<file path="src/sv/pqd_pkg.sv">
// shared constants, types and widths for the packed quaternion decoder
package pqd_pkg;

	// fixed point fraction bits of every output component
	localparam int FRAC_BITS = 14;
	// result bits of one square root unit (values 0 .. 2^FRAC_BITS)
	localparam int QB = FRAC_BITS + 1;
	// width of a sum of three scaled squares
	localparam int DW = 40;
	// remainder and step arithmetic width of the root units
	localparam int AW = DW + 2 * FRAC_BITS + 6;
	// width of the running den*(2q-1) term
	localparam int PW = DW + FRAC_BITS + 3;
	// rounding dividends for the x/y and z quotients
	localparam int XAW = FRAC_BITS + 11;
	localparam int ZAW = FRAC_BITS + 10;
	// reciprocal scale and reciprocal widths
	localparam int RK = FRAC_BITS + 11;
	localparam int MXW = RK - 9;
	localparam int MZW = RK - 8;
	localparam logic [MXW-1:0] RECIP_XY = MXW'((64'd1 << RK) / 64'd1023);
	localparam logic [MZW-1:0] RECIP_Z = MZW'((64'd1 << RK) / 64'd511);
	// quotient width of the direct path
	localparam int QDW = FRAC_BITS + 2;
	// pipeline stage counts
	localparam int FRONT_ST = 6;
	localparam int NST = FRONT_ST + QB + 1;
	// scale constants: (1023*511)^2, 511^2, 1023^2
	localparam logic [DW-1:0] DEN_SQ = DW'(64'd522753 * 64'd522753);
	localparam logic [17:0] XY_SCALE_SQ = 18'd261121;
	localparam logic [19:0] Z_SCALE_SQ = 20'd1046529;
	// full scale value of one component
	localparam logic [QDW-1:0] ONE_FX = QDW'(64'd1 << FRAC_BITS);

	// starting point of one square root unit
	typedef struct packed {
		logic signed [AW-1:0] rem;
		logic signed [PW-1:0] par;
		logic [DW-1:0]        den;
	} root_in_t;

	// per item data that travels beside the root units
	typedef struct packed {
		logic [31:0]    key_time;
		logic           last;
		logic           norm;
		logic           neg_x;
		logic           neg_y;
		logic           neg_z;
		logic [QDW-1:0] qx;
		logic [QDW-1:0] qy;
		logic [QDW-1:0] qz;
	} side_t;

	// handshake and stage enables from the pipeline control
	typedef struct packed {
		logic           in_ready;
		logic [NST-1:0] en;
		logic           out_valid;
	} pipe_ctrl_t;

endpackage

</file>
<file path="src/sv/pqd_ctrl.sv">
// valid bits and per-stage load enables of the decoder pipeline
module pqd_ctrl (
	input  logic                clk,
	input  logic                arst_n,
	input  logic                in_valid,
	input  logic                out_ready,
	output pqd_pkg::pipe_ctrl_t ctl
);

	logic [pqd_pkg::NST-1:0] valid_q;
	logic [pqd_pkg::NST:0]   rdy;
	logic [pqd_pkg::NST-1:0] vin;

	// a stage may load when it is empty or its successor takes its item
	assign rdy[pqd_pkg::NST] = out_ready;
	for (genvar k = 0; k < pqd_pkg::NST; k++) begin : g_rdy
		assign rdy[k] = !valid_q[k] || rdy[k+1];
	end

	assign vin = {valid_q[pqd_pkg::NST-2:0], in_valid};

	// valid bits move with the data
	always_ff @(posedge clk or negedge arst_n) begin
		if (!arst_n) begin
			valid_q <= '0;
		end else begin
			valid_q <= (rdy[pqd_pkg::NST-1:0] & vin) | (~rdy[pqd_pkg::NST-1:0] & valid_q);
		end
	end

	assign ctl.in_ready  = rdy[0];
	assign ctl.en        = rdy[pqd_pkg::NST-1:0];
	assign ctl.out_valid = valid_q[pqd_pkg::NST-1];

endmodule

</file>
<file path="config.mk">
export PLATFORM = sky130hd
export DESIGN_NAME = pqd_ctrl
export DESIGN_NICKNAME = d
export VERILOG_FILES = /design/src/sv/pqd_pkg.sv /design/src/sv/pqd_ctrl.sv
export SDC_FILE = /design/constraint.sdc
export NUM_CORES = 1
export LEC_CHECK = 0
export BUFFER_PORTS_ARGS = -buffer_cell sky130_fd_sc_hd__buf_4
export CELL_PAD_IN_SITES_DETAIL_PLACEMENT = 1
export CELL_PAD_IN_SITES_GLOBAL_PLACEMENT = 1
export CORE_MARGIN = 1
export CORE_UTILIZATION = 40
export DETAILED_ROUTE_END_ITERATION = 8
export MAX_ROUTING_LAYER = met4
export PLACE_DENSITY_LB_ADDON = 0.15
export SETUP_SLACK_MARGIN = 0.15
export SLEW_MARGIN = 20
export SYNTH_ARGS = -nofsm -noshare
export SYNTH_HDL_FRONTEND = slang
export SYNTH_SLANG_ARGS = --single-unit
</file>
<file path="constraint.sdc">
create_clock -name clk -period 2.1 [get_ports clk]
set_input_delay 0.21 -clock clk [delete_from_list [all_inputs] [get_ports clk]]
set_output_delay 0.21 -clock clk [all_outputs]
set_load 0.005 [all_outputs]
</file>
== Word level (Yosys, flattened, before mapping) ==
Index checks and enable logic that the tools add are counted.

* Reductions and logical operators: 44
* Bitwise gates (word level): 4

{| class="wikitable"
|+ Operator list
! cell !! count
|-
| $and 22x22->22 || 2
|-
| $logic_not 1->1 || 22
|-
| $logic_or 1x1->1 || 22
|-
| $not 22->22 || 1
|-
| $or 22x22->22 || 1
|}

* Bits of input ports: 4
* Output and inout port bits: 24
* Logic and storage cells: 49
* Register bits: 22

== Depth between registers and ports, before layout ==
* Word-level depth: 26
* Gate-level depth with buffers: 5
* Gate-level depth less buffers: 4

== Least setup slack after synthesis ==
OpenSTA, ideal clock, no wires.

* Path type: register -> output
* Start: reg with a tool-made name
* End: out ctl[23] (netlist bit)
* Arrival time: 1.372 ns
* Buffers on the path: 2
* Cell stages (with the launch flop): 6
* Data required time: 1.890 ns
* Path slack: 0.518 ns
* Cells stage by stage: dfrtp_1 > and4_1 > buf_2 > nand4_1 > or3_1 > buf_4

{| class="wikitable"
|+ RTL lines
! element !! line !! RTL
|-
| end, declared || pqd_ctrl.sv:7 || <nowiki>output pqd_pkg::pipe_ctrl_t ctl</nowiki>
|}

==> flow_summary.yaml <==
status:
  outcome: "completed"
logic_synthesis:
  yosys_warnings: 0
  syn_area_sq_um: 1010
  synth_nets: 95
  ys_ff_latch: 22
  postSynthCellCount: 91
  syn_avg_cell_area_sq_um: 11.1
  seq_area_frac_synth_pct: 54.3
  synth_cell_types: 27
pwr:
  ir_worst_vdd_v: 0.000464
  p_leak_nw: 0.594
  swShare_pct: 29.0
  p_int_mw: 0.672
  p_sw_mw: 0.275
  p_comb_share_pct: 21.4
  p_clk_share_pct: 24.6
  seq_power_share_pct: 54.0
  p_per_area_nw_per_um2: 706
  power.total_mw: 0.946
clock_network:
  numCtsBuffers: 3
  htree_levels: 1
  insertion_delay_ps: 300
  cts_tree: "built"
  clk_pin_slew_worst_paths_ps: 130
  ctsLongestPathBuffers: 2
  cts_root_buffer: "clkbuf_4"
  clock_sinks: 22
routing:
  drc: 0
  vias_per_cell: 5.44
  initialDrtViolationCount: 8
  ant_nets: 0
  wl_per_cell_microns: 15.5
  dr.pass1.iters: 2
  routed_wl_mm: 2.38
  routed-via-count: 833
worst_setup_path:
  crit_type: "reg -> out"
  critPathMaxFanout: 6
  reg2regPathDepth: 3
  arrival_ps: 1740
  end_kind: "primary output"
  required_ps: 1890
  setup.worst_path.end: "ctl[23]"
  cp-start-kind: "flip-flop"
  r2r_slack_ps: 740
finish:
  fill_cells: 271
  nNetsFinal: 130
  final_core_util_pct: 58.3
  area_growth_pct: 32.2
  antenna_cells: 0
  drive_gt1_share_pct: 46.4
grt:
  grt_start_max_net_pins: 23
  antenna_found_initial: 0
  grt-ovfl-total: 0
  grt_pass1_vias: 743
  track_usage_pct: 18.3
  grt_pass1_wl_mm: 3.57
floorplan:
  start_util_pct: 44.1
  core_sq_um: 2300
  dieArea_sq_um: 2740
  die-width_microns: 52.3
  ios: 28
  std_cell_rows: 17
  die_y_microns: 52.3
sta:
  fin_crit_sh_pct: 92.8
  hold_viol: 0
  fmax_ghz: 0.513
  worst_slack_ps: 151
  period_needed_ps: 1950
  whs_ps: 105
  finalSetupViolCount: 0
  finalSetupTns_ps: 0
  worst_slew_pin_slew_ps: 372
  rsz0062_at_grt: "true"
  relSlewSlack_pct: 75.0
  fin_skew_ps: 9.69
  drv_slew: 0
place:
  gp_congestion: 0.729
  io_buffers: 27
  dp_hpwl_mm: 1.62
  preCtsSetupSlack_ps: 411
flow_run:
  max-cap-violations: 0
hold_path:
  hp-class: "in -> reg"
==> through the flow <==
step | std cells | cell area (sq um)
global route | 153 | 1340
global placement | 139 | 1210
CTS | 146 | 1280
floorplan | 91 | 1010
finish | 153 | 1340
detailed placement | 139 | 1210
==> per-layer routing <==
layer / global-route usage, % / share of wire, % / vias to the layer above
met5: - / 0 / -
met3: 3.48 / 3.6 / 2
li1: - / - / 401
met4: 3.95 / 0.34 / 0
met1: 26.2 / 49 / 414
met2: 27.0 / 47 / 16
==> worst min path at each step <==
stage | start | endpoint | slack (ps) | cells past startpoint
3_3_place_gp | arst_n | async pin | 120 | 1
5_1_grt | in_valid | flip-flop | 90 | 3
2_1_floorplan | arst_n | async pin | -90 | 0
6_report | in_valid | flip-flop | 110 | 3
4_1_cts | in_valid | flip-flop | 100 | 3
3_5_place_dp | arst_n | async pin | 120 | 1
==> cells by family after synthesis <==
logic type / synth area share (%)
and+or+nand+nor: 27.4
DFF: 54.3
AOI/OAI and AO/OA: 11.9
buffers and inverters: 6.42
==> cells in the final DEF, fill, tap and decap left out <==
master | netlist | final
nor4_4 | 1 | 1
a41o_1 | 3 | 3
dlygate4sd3_1 | 0 | 1
and4b_2 | 1 | 1
or2_2 | 3 | 3
nand4_1 | 7 | 7
clkbuf_8 | 0 | 1
clkbuf_4 | 0 | 3
a31o_1 | 1 | 1
nand2_1 | 6 | 6
nand3_1 | 9 | 8
o31ai_1 | 1 | 1
and4_1 | 3 | 1
and3_1 | 2 | 2
and4_4 | 1 | 2
a31o_2 | 5 | 5
nand3b_1 | 1 | 1
buf_4 | 2 | 36
and4_2 | 0 | 1
nor3_4 | 0 | 1
nor2_2 | 0 | 1
nand2b_1 | 6 | 6
nand3_2 | 0 | 1
a21o_1 | 4 | 4
inv_4 | 1 | 1
inv_1 | 4 | 4
or3_1 | 1 | 1
dfrtp_1 | 22 | 21
dfrtp_2 | 0 | 1
==> timing repair <==
action	4_1_cts	5_1_grt
hold buffers	1	0
endpoints found under the hold margin	22	0
endpoints found under the setup margin	10	15
pin swaps	1	3
buffers inserted	2	7
gates resized for setup	3	4
==> power groups by stage <==
stage | registers, mW | clock network, mW | logic, mW
CTS | 0.511 | 0.241 | 0.186
global placement | 0.518 | 0 | 0.166
detailed placement | 0.520 | 0 | 0.172
global route | 0.516 | 0.264 | 0.223
floorplan | 0.503 | 0 | 0.105
finish | 0.511 | 0.232 | 0.202
==> cells in the mapped netlist <==
cell type   n  share of area, %
a21o_1      4               3.0
a31o_1      1              0.86
a31o_2      5               4.3
a41o_1      3               3.0
and3_1      2               1.2
and4_1      3               2.6
and4_4      1               1.1
and4b_2     1               1.1
buf_1       1              0.37
buf_2       2              0.99
buf_4       2               1.5
buf_6       1               1.1
clkbuf_1    1              0.37
dfrtp_1    22                54
inv_1       4               1.5
inv_4       1              0.62
nand2_1     6               2.2
nand2b_1    6               3.7
nand3_1     9               4.4
nand3b_1    1              0.74
nand4_1     7               4.3
nor2_1      1              0.37
nor3_2      1              0.99
nor4_4      1               2.1
o31ai_1     1              0.74
or2_2       3               1.9
or3_1       1              0.62
==> area by class of cell <==
cell class	instances	area, sq um	share of cell area (%)
Tap cell	28	35.0	2.61
Timing Repair Buffer	37	280	20.9
Sequential cell	22	552	41.2
Inverter	5	21.3	1.59
Clock buffer	4	36.3	2.71
Multi-Input combinational cell	57	415	31.0
==> critical path, cell delays in order (launching register included) <==
cell and delay, ps:
dfrtp_1 450, and4_2 310, nand4_1 130, or3_1 410
buf_4 150
(Power assumes the default switching activity.)
