--- src/sv/pqd_pkg.sv ---
// shared constants, types and widths for the packed quaternion decoder
package pqd_pkg;

	// fixed point fraction bits of every output component
	localparam int FRAC_BITS = 14;
	// result bits of one square root unit (values 0 .. 2^FRAC_BITS)
	localparam int QB = FRAC_BITS + 1;
	// width of a sum of three scaled squares
	localparam int DW = 40;
	// remainder and step arithmetic width of the root units
	localparam int AW = DW + 2 * FRAC_BITS + 6;
	// width of the running den*(2q-1) term
	localparam int PW = DW + FRAC_BITS + 3;
	// rounding dividends for the x/y and z quotients
	localparam int XAW = FRAC_BITS + 11;
	localparam int ZAW = FRAC_BITS + 10;
	// reciprocal scale and reciprocal widths
	localparam int RK = FRAC_BITS + 11;
	localparam int MXW = RK - 9;
	localparam int MZW = RK - 8;
	localparam logic [MXW-1:0] RECIP_XY = MXW'((64'd1 << RK) / 64'd1023);
	localparam logic [MZW-1:0] RECIP_Z = MZW'((64'd1 << RK) / 64'd511);
	// quotient width of the direct path
	localparam int QDW = FRAC_BITS + 2;
	// pipeline stage counts
	localparam int FRONT_ST = 6;
	localparam int NST = FRONT_ST + QB + 1;
	// scale constants: (1023*511)^2, 511^2, 1023^2
	localparam logic [DW-1:0] DEN_SQ = DW'(64'd522753 * 64'd522753);
	localparam logic [17:0] XY_SCALE_SQ = 18'd261121;
	localparam logic [19:0] Z_SCALE_SQ = 20'd1046529;
	// full scale value of one component
	localparam logic [QDW-1:0] ONE_FX = QDW'(64'd1 << FRAC_BITS);

	// starting point of one square root unit
	typedef struct packed {
		logic signed [AW-1:0] rem;
		logic signed [PW-1:0] par;
		logic [DW-1:0]        den;
	} root_in_t;

	// per item data that travels beside the root units
	typedef struct packed {
		logic [31:0]    key_time;
		logic           last;
		logic           norm;
		logic           neg_x;
		logic           neg_y;
		logic           neg_z;
		logic [QDW-1:0] qx;
		logic [QDW-1:0] qy;
		logic [QDW-1:0] qz;
	} side_t;

	// handshake and stage enables from the pipeline control
	typedef struct packed {
		logic           in_ready;
		logic [NST-1:0] en;
		logic           out_valid;
	} pipe_ctrl_t;

endpackage

--- src/sv/pqd_front.sv ---
// unpack, squares, direct quotients and root unit setup (six stages)
module pqd_front (
	input  logic                         clk,
	input  logic [pqd_pkg::FRONT_ST-1:0] en,
	input  logic [31:0]                  packed_word,
	input  logic [31:0]                  key_time_bits,
	input  logic                         last_in,
	output pqd_pkg::root_in_t            root_a,
	output pqd_pkg::root_in_t            root_b,
	output pqd_pkg::root_in_t            root_c,
	output pqd_pkg::side_t               side
);

	typedef struct packed {
		logic [31:0] key_time;
		logic        last;
		logic        neg_x;
		logic        neg_y;
		logic        neg_z;
	} carry_t;

	localparam int SH = 2 * pqd_pkg::FRAC_BITS + 2;
	localparam int XPW = pqd_pkg::XAW + pqd_pkg::MXW;
	localparam int ZPW = pqd_pkg::ZAW + pqd_pkg::MZW;

	// stage 1
	logic signed [11:0] dx_s1, dy_s1;
	logic signed [10:0] dz_s1;
	carry_t             cr_s1;
	// stage 2
	logic [20:0]              sqx_s2, sqy_s2;
	logic [18:0]              sqz_s2;
	logic [pqd_pkg::XAW-1:0]  nx_s2, ny_s2;
	logic [pqd_pkg::ZAW-1:0]  nz_s2;
	carry_t                   cr_s2;
	// stage 3
	logic [pqd_pkg::DW-1:0]   sx_s3, sy_s3, sz_s3;
	logic [XPW-1:0]           mx_s3, my_s3;
	logic [ZPW-1:0]           mz_s3;
	logic [pqd_pkg::XAW-1:0]  nx_s3, ny_s3;
	logic [pqd_pkg::ZAW-1:0]  nz_s3;
	carry_t                   cr_s3;
	// stage 4
	logic [pqd_pkg::DW-1:0]   sx_s4, sy_s4, sz_s4, sum_s4;
	logic [pqd_pkg::QDW-1:0]  q0x_s4, q0y_s4, q0z_s4;
	logic [pqd_pkg::XAW-1:0]  nx_s4, ny_s4;
	logic [pqd_pkg::ZAW-1:0]  nz_s4;
	carry_t                   cr_s4;
	// stage 5
	logic [pqd_pkg::DW-1:0]   sx_s5, sy_s5, sz_s5, sum_s5, diff_s5;
	logic                     norm_s5;
	logic [pqd_pkg::QDW-1:0]  qx_s5, qy_s5, qz_s5;
	carry_t                   cr_s5;
	// stage 6
	pqd_pkg::root_in_t        ra_s6, rb_s6, rc_s6;
	pqd_pkg::side_t           side_s6;

	logic signed [23:0]       sqx_full, sqy_full;
	logic signed [21:0]       sqz_full;
	logic [10:0]              ax, ay;
	logic [9:0]               az;
	logic [pqd_pkg::XAW:0]    remx, remy;
	logic [pqd_pkg::ZAW:0]    remz;
	logic [pqd_pkg::DW-1:0]   num_a, den_a;

	// stage 1: signed offsets of the three fields, signs from the field top bits
	always_ff @(posedge clk) begin
		if (en[0]) begin
			dx_s1          <= 12'sd1023 - $signed({1'b0, packed_word[10:0]});
			dy_s1          <= 12'sd1023 - $signed({1'b0, packed_word[21:11]});
			dz_s1          <= 11'sd511 - $signed({1'b0, packed_word[31:22]});
			cr_s1.key_time <= key_time_bits;
			cr_s1.last     <= last_in;
			cr_s1.neg_x    <= packed_word[10];
			cr_s1.neg_y    <= packed_word[21];
			cr_s1.neg_z    <= packed_word[31];
		end
	end

	// stage 2: squares, magnitudes and rounding dividends
	assign sqx_full = dx_s1 * dx_s1;
	assign sqy_full = dy_s1 * dy_s1;
	assign sqz_full = dz_s1 * dz_s1;
	assign ax = dx_s1[11] ? 11'(-dx_s1) : 11'(dx_s1);
	assign ay = dy_s1[11] ? 11'(-dy_s1) : 11'(dy_s1);
	assign az = dz_s1[10] ? 10'(-dz_s1) : 10'(dz_s1);

	always_ff @(posedge clk) begin
		if (en[1]) begin
			sqx_s2      <= sqx_full[20:0];
			sqy_s2      <= sqy_full[20:0];
			sqz_s2      <= sqz_full[18:0];
			nx_s2       <= (pqd_pkg::XAW'(ax) << pqd_pkg::FRAC_BITS) + pqd_pkg::XAW'(511);
			ny_s2       <= (pqd_pkg::XAW'(ay) << pqd_pkg::FRAC_BITS) + pqd_pkg::XAW'(511);
			nz_s2       <= (pqd_pkg::ZAW'(az) << pqd_pkg::FRAC_BITS) + pqd_pkg::ZAW'(255);
			cr_s2       <= cr_s1;
		end
	end

	// stage 3: scaled squares and reciprocal products
	always_ff @(posedge clk) begin
		if (en[2]) begin
			sx_s3 <= pqd_pkg::DW'(sqx_s2) * pqd_pkg::DW'(pqd_pkg::XY_SCALE_SQ);
			sy_s3 <= pqd_pkg::DW'(sqy_s2) * pqd_pkg::DW'(pqd_pkg::XY_SCALE_SQ);
			sz_s3 <= pqd_pkg::DW'(sqz_s2) * pqd_pkg::DW'(pqd_pkg::Z_SCALE_SQ);
			mx_s3 <= XPW'(nx_s2) * XPW'(pqd_pkg::RECIP_XY);
			my_s3 <= XPW'(ny_s2) * XPW'(pqd_pkg::RECIP_XY);
			mz_s3 <= ZPW'(nz_s2) * ZPW'(pqd_pkg::RECIP_Z);
			nx_s3 <= nx_s2;
			ny_s3 <= ny_s2;
			nz_s3 <= nz_s2;
			cr_s3 <= cr_s2;
		end
	end

	// stage 4: sum of squares and quotient estimates
	always_ff @(posedge clk) begin
		if (en[3]) begin
			sum_s4 <= sx_s3 + sy_s3 + sz_s3;
			q0x_s4 <= pqd_pkg::QDW'(mx_s3 >> pqd_pkg::RK);
			q0y_s4 <= pqd_pkg::QDW'(my_s3 >> pqd_pkg::RK);
			q0z_s4 <= pqd_pkg::QDW'(mz_s3 >> pqd_pkg::RK);
			sx_s4  <= sx_s3;
			sy_s4  <= sy_s3;
			sz_s4  <= sz_s3;
			nx_s4  <= nx_s3;
			ny_s4  <= ny_s3;
			nz_s4  <= nz_s3;
			cr_s4  <= cr_s3;
		end
	end

	// stage 5: unit length test and quotient correction
	assign remx = (pqd_pkg::XAW + 1)'(nx_s4)
		- (pqd_pkg::XAW + 1)'(q0x_s4) * (pqd_pkg::XAW + 1)'(1023);
	assign remy = (pqd_pkg::XAW + 1)'(ny_s4)
		- (pqd_pkg::XAW + 1)'(q0y_s4) * (pqd_pkg::XAW + 1)'(1023);
	assign remz = (pqd_pkg::ZAW + 1)'(nz_s4)
		- (pqd_pkg::ZAW + 1)'(q0z_s4) * (pqd_pkg::ZAW + 1)'(511);

	always_ff @(posedge clk) begin
		if (en[4]) begin
			norm_s5 <= sum_s4 >= pqd_pkg::DEN_SQ;
			diff_s5 <= pqd_pkg::DEN_SQ - sum_s4;
			qx_s5   <= q0x_s4 + pqd_pkg::QDW'(remx >= (pqd_pkg::XAW + 1)'(1023));
			qy_s5   <= q0y_s4 + pqd_pkg::QDW'(remy >= (pqd_pkg::XAW + 1)'(1023));
			qz_s5   <= q0z_s4 + pqd_pkg::QDW'(remz >= (pqd_pkg::ZAW + 1)'(511));
			sum_s5  <= sum_s4;
			sx_s5   <= sx_s4;
			sy_s5   <= sy_s4;
			sz_s5   <= sz_s4;
			cr_s5   <= cr_s4;
		end
	end

	// stage 6: starting remainders of the root units
	assign num_a = norm_s5 ? sx_s5 : diff_s5;
	assign den_a = norm_s5 ? sum_s5 : pqd_pkg::DEN_SQ;

	always_ff @(posedge clk) begin
		if (en[5]) begin
			ra_s6.rem <= (pqd_pkg::AW'(num_a) << SH) - pqd_pkg::AW'(den_a);
			ra_s6.par <= pqd_pkg::PW'(0) - pqd_pkg::PW'(den_a);
			ra_s6.den <= den_a;
			rb_s6.rem <= (pqd_pkg::AW'(sy_s5) << SH) - pqd_pkg::AW'(sum_s5);
			rb_s6.par <= pqd_pkg::PW'(0) - pqd_pkg::PW'(sum_s5);
			rb_s6.den <= sum_s5;
			rc_s6.rem <= (pqd_pkg::AW'(sz_s5) << SH) - pqd_pkg::AW'(sum_s5);
			rc_s6.par <= pqd_pkg::PW'(0) - pqd_pkg::PW'(sum_s5);
			rc_s6.den <= sum_s5;
			side_s6.key_time <= cr_s5.key_time;
			side_s6.last     <= cr_s5.last;
			side_s6.norm     <= norm_s5;
			side_s6.neg_x    <= cr_s5.neg_x;
			side_s6.neg_y    <= cr_s5.neg_y;
			side_s6.neg_z    <= cr_s5.neg_z;
			side_s6.qx       <= qx_s5;
			side_s6.qy       <= qy_s5;
			side_s6.qz       <= qz_s5;
		end
	end

	assign root_a = ra_s6;
	assign root_b = rb_s6;
	assign root_c = rc_s6;
	assign side   = side_s6;

endmodule

--- config.mk ---
export PLATFORM = sky130hd
export DESIGN_NAME = pqd_front
export DESIGN_NICKNAME = d
export VERILOG_FILES = /design/src/sv/pqd_pkg.sv /design/src/sv/pqd_front.sv
export SDC_FILE = /design/constraint.sdc
export NUM_CORES = 2
export LEC_CHECK = 0
export BUFFER_PORTS_ARGS = -buffer_cell sky130_fd_sc_hd__buf_2
export CORE_MARGIN = 4
export CORE_UTILIZATION = 50
export CTS_CLUSTER_DIAMETER = 120
export DETAILED_ROUTE_END_ITERATION = 8
export PLACE_DENSITY_LB_ADDON = 0.12
export SLEW_MARGIN = 20
export SYNTH_ARGS = -nofsm -noshare
export SYNTH_HDL_FRONTEND = slang
export SYNTH_SLANG_ARGS = --single-unit
--- constraint.sdc ---
create_clock -name clk -period 6.3 [get_ports clk]
set_clock_uncertainty 0.15 [all_clocks]
set_input_delay 1.26 -clock clk [delete_from_list [all_inputs] [get_ports clk]]
set_output_delay 1.26 -clock clk [all_outputs]
set_load 0.005 [all_outputs]
# Word level (Yosys, flattened, before mapping)
# Cells that the tools add are included.
# W data, S select, Z words.
# totals
in_bits	72
out_inout_bits	598
word_cells	122
regBits	1673
# classes
n_mux	5
order_cmp	4
addsub	23
mul	12
# op_table
cell	count
$sub A69 B40 Y70	2
$sub A1 B40 Y41 const A	2
$mux W40	2
$mul A21 B18 Y39 const B	2
$mul A25 B11 Y36 const B	2
$sub A70 B40 Y71	1
$ge A26 B10 Y1 const B	2
$mul A16 B10 Y26 const B	2
$sub A25 B26 Y26	2
$add A25 B9 Y25 const B	2
$add A16 B1 Y16	3
$mul A12 B12 Y21	2
$add A39 B39 Y40	1
$add A40 B39 Y40	1
$ge A40 B38 Y1 const B	1
$sub A38 B40 Y40 const A	1
$mul A19 B20 Y39 const B	1
$mul A24 B10 Y34 const B	1
$ge A25 B9 Y1 const B	1
$mul A16 B9 Y25 const B	1
$sub A24 B25 Y25	1
$add A24 B8 Y24 const B	1
$sub A10 B11 Y12 const A	2
$mux W11	2
5 further kinds	6

# Longest topological paths before layout
# logic_depth
depth_word	4
mapped_depth	29
depth_no_buf	28

# Worst setup path after synthesis
# No wires, ideal clock.
# synth_path
kind	register -> register
from	reg q0y_s4[11] (netlist bit)
to	reg qy_s5[14] (netlist bit), data pin
period_less_slack_ps	6970
path_slack_ps	-670
path_buffers	0
setup_time_ps	259
stages_incl_launch_ff	27
required_time_ps	5891
arrival_ps	6561
cell_sequence	edfxtp_1 > inv_1 > fa_1 > fa_1 > fa_1 > fa_1 > inv_1 > fa_1 > inv_1 > ha_1 > a21oi_1 > o21bai_1 > a21oi_1 > nor2b_1 > o21ai_0 > nand2_1 > a2111oi_0 > nand3_1 > or4_1 > nor4_1 > nand4_1 > ha_1 > nand2_1 > nor2_1 > and3_1 > nand4_1 > xnor2_1
# synth_via
elab_chain_len	4
# synth_lines
element	line_no	source
from (decl)	pqd_front.sv:45	logic [pqd_pkg::QDW-1:0] q0x_s4, q0y_s4, q0z_s4;
from (signal assigned)	pqd_front.sv:121	q0y_s4 <= pqd_pkg::QDW'(my_s3 >> pqd_pkg::RK);
$mul A16 B10 Y26	pqd_front.sv:137	- (pqd_pkg::XAW + 1)'(q0y_s4) * (pqd_pkg::XAW + 1)'(1023);
$sub A25 B26 Y26	pqd_front.sv:137	
$ge A26 B10 Y1	pqd_front.sv:146	qy_s5 <= q0y_s4 + pqd_pkg::QDW'(remy >= (pqd_pkg::XAW + 1)'(1023));
$add A16 B1 Y16 *	pqd_front.sv:146	
to (signal assigned)	pqd_front.sv:146	
to (decl)	pqd_front.sv:52	logic [pqd_pkg::QDW-1:0] qx_s5, qy_s5, qz_s5;
# Mark *: on every way between the ends. The rest lies on a longest branch, timed or not.
# A chain may end at the register's enable or synchronous reset.

# Worst setup path in the final report
# layout_path
from	reg q0y_s4[7] (netlist bit)
to	reg qy_s5[14] (netlist bit), data pin
# The elaborated chain is that of the path after synthesis.

==> results by group <==
Timing
  • Fin crit share: 105.7%
  • Slew Limit Headroom: 40.32%
  • Fin Setup TNS: -5.377 ns
  • # setup viols final: 30
  • Fin. Hold Viols: 0
  • Worst slew pin tran: 0.8952 ns
  • RSZ-0062 raised after global routing: yes
  • Hold_ws: 0.2457 ns
  • Post-layout min period: 6.662 ns
  • Final WS setup: -0.3620 ns
  • Slew Limit Fails: 0
  • Max Freq: 150.1 MHz

Worst setup path
  • WP buf/inv: 7
  • Reg2reg path depth: 28
  • Crit path max fanout: 4
  • Worst EP required: 6.68 ns
  • Slowest CP cell: fa_2
  • Reg-to-Reg End: qy_s5[14]$_DFFE_PP_
  • Arrival @ worst endpoint: 7.04 ns
  • CP delay by family, top: adder cells
  • R2R setup slack: -0.36 ns
  • Worst setup SP type: flop
  • Worst r2r src: q0y_s4[7]$_DFFE_PP_
  • Critical Path Most Common Cell: fa_1
  • Largest stage delay, worst path: approximately 0.64 ns
  • Worst setup EP type: flop
  • WS Path Type: reg2reg

Global route
  • Initial antenna violation count: 3
  • GR Overflow Total: 0
  • Total track usage: approximately 24%
  • Largest net degree at the start of global routing: 116
  • Vias in the first global route: ~56000
  • First-pass GRT wire length: 340.5 mm

Logic synthesis
  • Synth Area in Compound Gates: about 4.9%
  • Synthesized cell area: around 0.09 mm^2
  • Sequential-to-total area share from yosys stat: 44.14%
  • Adder-Cell Fraction of Synth Area: 30.67%
  • Library cells used by synthesis: between 80 and 90
  • Fraction of synthesized cell area in xor and xnor cells: 5.369%
  • Syn_nets: 8840
  • Post-synth EDFFs: 1326
  • Mapped Cells: 7082
  • Multiplexer area fraction after synthesis: 0.6047%
  • Register bit total from synthesis: 1326
  • Async SR Flop Fraction: 0%
  • Largest family of logic cells by synthesized area: adder cells
  • Syn avg cell area: 12.74 um^2
  • Yosys Warn Count: 0
  • Top_reg_cell synth: edfxtp_1
  • Post-synthesis simple-gate area fraction: 7.057%

Placed design
  • RePlAce Congestion: 0.9300
  • Buffers on Ports: 669
  • DP Wirelength: 184.7 mm
  • DP Area: 0.09884 mm^2

Floorplan
  • Starting Density: around half
  • IO Pins: 670
  • Die height: 432.8 um
  • Die Footprint: 0.1873 mm^2
  • Die X: 432.8 um
  • Core box area: 0.1790 mm^2
  • Row Count: 155

Clock network
  • CTS tree: done
  • Clock latency on the worst-skew pair: 0.81 ns
  • Cts bufs inserted: 145
  • Clock Tree Buf Depth: 3
  • Hold_buf cts: 0
  • H-tree depth: 4
  • CTS clock-pin slew for the worst setup and hold paths: 0.06 ns
  • Root buf cell: clkbuf_16
  • Clock tree sinks: 1326

Layout
  • Finished Cell Area: 0.1055 mm^2
  • Layout cell share with drive strength beyond 1: 22.21%
  • Area Overhead vs Synth: 16.97%
  • Nets: 9950

Flow run
  • Max-Cap Viols: 0

Run status
  • Violations in the final reports: setup timing
  • Status: finished, violations left

Drt
  • WL/cell: 21.09 um
  • Total wire length: approximately 220 mm
  • Vias per Instance: roughly 5.2
  • 1st-pass router iterations: 5
  • Drt drc: 0
  • Vias post-DR: between 50000 and 60000
  • DR iter-0 viols: 3544
  • Antenna Nets Post-Route: 0

Worst hold path
  • Hold endpoint: cr_s4[32]$_DFFE_PP_
  • Hold Path Origin: cr_s3[32]$_DFFE_PP_
  • Hold Path Stages: 0
  • Hold Path Class: reg2reg
## registers in the layout (all words and copies together) (netlist names), 38 cells and up
name and cells:
sum_s5 40, diff_s5 39, sy_s3 38, sx_s5 38
sx_s3 38, sz_s5 38, root_a 121, sx_s4 38
sy_s5 38, sz_s3 38, sy_s4 38, sum_s4 40
sz_s4 38, root_b 109, root_c 51, side 85
## final cells by class
cell class	count	area, um^2
flip-flops and latches	1326	39820
diodes	1	2.502
fillers	14590	73490
clock buffers	168	3779
well taps	2355	2947
inverters	1194	4489
repair buffers	1281	8183
multi-input cells	4244	45390
clock inverters	94	908.4
## layout by cell type (no fill, tap or decap), types with 80 or more instances in the layout
master and instances:
nor3_1 91, inv_1 1117, nor2_1 274, fa_1 842
buf_4 578, clkbuf_16 148, nand3_1 80, a21oi_1 184
and2_1 120, edfxtp_1 1326, xnor2_1 369, nand2_1 291
buf_2 663, ha_1 765, o21ai_0 103, xor2_1 158
a21o_1 89
## worst register-to-register path: cells and delay by family, from the launching register on
family,cells,cell delay (ns)
adder cells (fa/ha/maj),7,3.14
AND/OR/NAND/NOR,9,1.37
buffers and inverters,7,0.62
XOR/XNOR,1,0.07
AO/OA/AOI/OAI,4,0.67
flip-flops,1,0.42
## through the flow
step | setup slack [ns] | std cells | util (%)
detailed placement | -0.6524 | 10320 | 55.22
finish | -0.3620 | 10660 | 58.95
global placement | -0.4592 | 10320 | 55.20
CTS | -0.3791 | 10630 | 58.39
global route | -0.6531 | 10660 | 58.94
floorplan | -0.01753 | 7082 | -
## layer usage
metal | routed length (um) | share of wire (%) | global-route usage [%]
met5 | 11 | 0.0049 | 0
met4 | 8047 | 3.6 | 8.052
met3 | 11330 | 5.0 | 3.288
met2 | 108000 | 48 | 39.54
met1 | 97500 | 43 | 33.53
## what timing repair did
action,CTS,global route
buffers inserted,45,38
hold endpoints to repair,0,0
pin swaps,91,127
gates resized for setup,150,166
setup endpoints to repair,49,67
## worst max path at each step
| stage | cells after the start | slack (ns) | endpoint | start |
|---|---|---|---|---|
| finish | 28 | -0.36 | qy_s5[14]$_DFFE_PP_ | q0y_s4[7]$_DFFE_PP_ |
| detailed placement | 27 | -0.65 | qy_s5[14]$_DFFE_PP_ | q0y_s4[6]$_DFFE_PP_ |
| global route | 28 | -0.65 | qy_s5[14]$_DFFE_PP_ | q0y_s4[13]$_DFFE_PP_ |
| global placement | 24 | -0.46 | qx_s5[13]$_DFFE_PP_ | q0x_s4[7]$_DFFE_PP_ |
| CTS | 25 | -0.38 | qx_s5[13]$_DFFE_PP_ | q0x_s4[7]$_DFFE_PP_ |
| floorplan | 26 | -0.02 | qy_s5[14]$_DFFE_PP_ | q0y_s4[7]$_DFFE_PP_ |
## Yosys cell counts (all sizes together), types with 36 or more instances
cell,instances,area (um^2)
edfxtp,1326,39820
o21bai,36,270.3
nor2b,45,281.5
inv,1193,4478
fa,875,17520
nor3,96,485.5
xnor2,393,3442
a21oi,203,1020
nor4,48,321.6
or3,45,281.5
o21a,42,315.3
nand2b,68,425.4
buf,257,1864
xor2,160,1401
a21o,89,668.1
ha,811,10150
nor2,285,1070
o21ai,140,700.7
clkbuf,61,229.0
and2,120,750.7
nand2,312,1174
nand3,92,465.5
nand4,41,256.5
and3,36,225.2
mux2i,41,410.4
## logic make-up (layout without fill, tap and decap cells)
family | Yosys count | count (layout)
adders and majority gates | 1686 | 1686
buffers and inverters | 1512 | 2737
other | 0 | 1
DFF | 1326 | 1326
AOI/OAI and AO/OA | 683 | 683
muxes | 53 | 53
and+or+nand+nor | 1269 | 1269
xor gates and xnor gates | 553 | 553
Power is left out: the tool's default activity adds up to more than one toggle a clock period on the data nets, which glitch-free logic cannot reach.
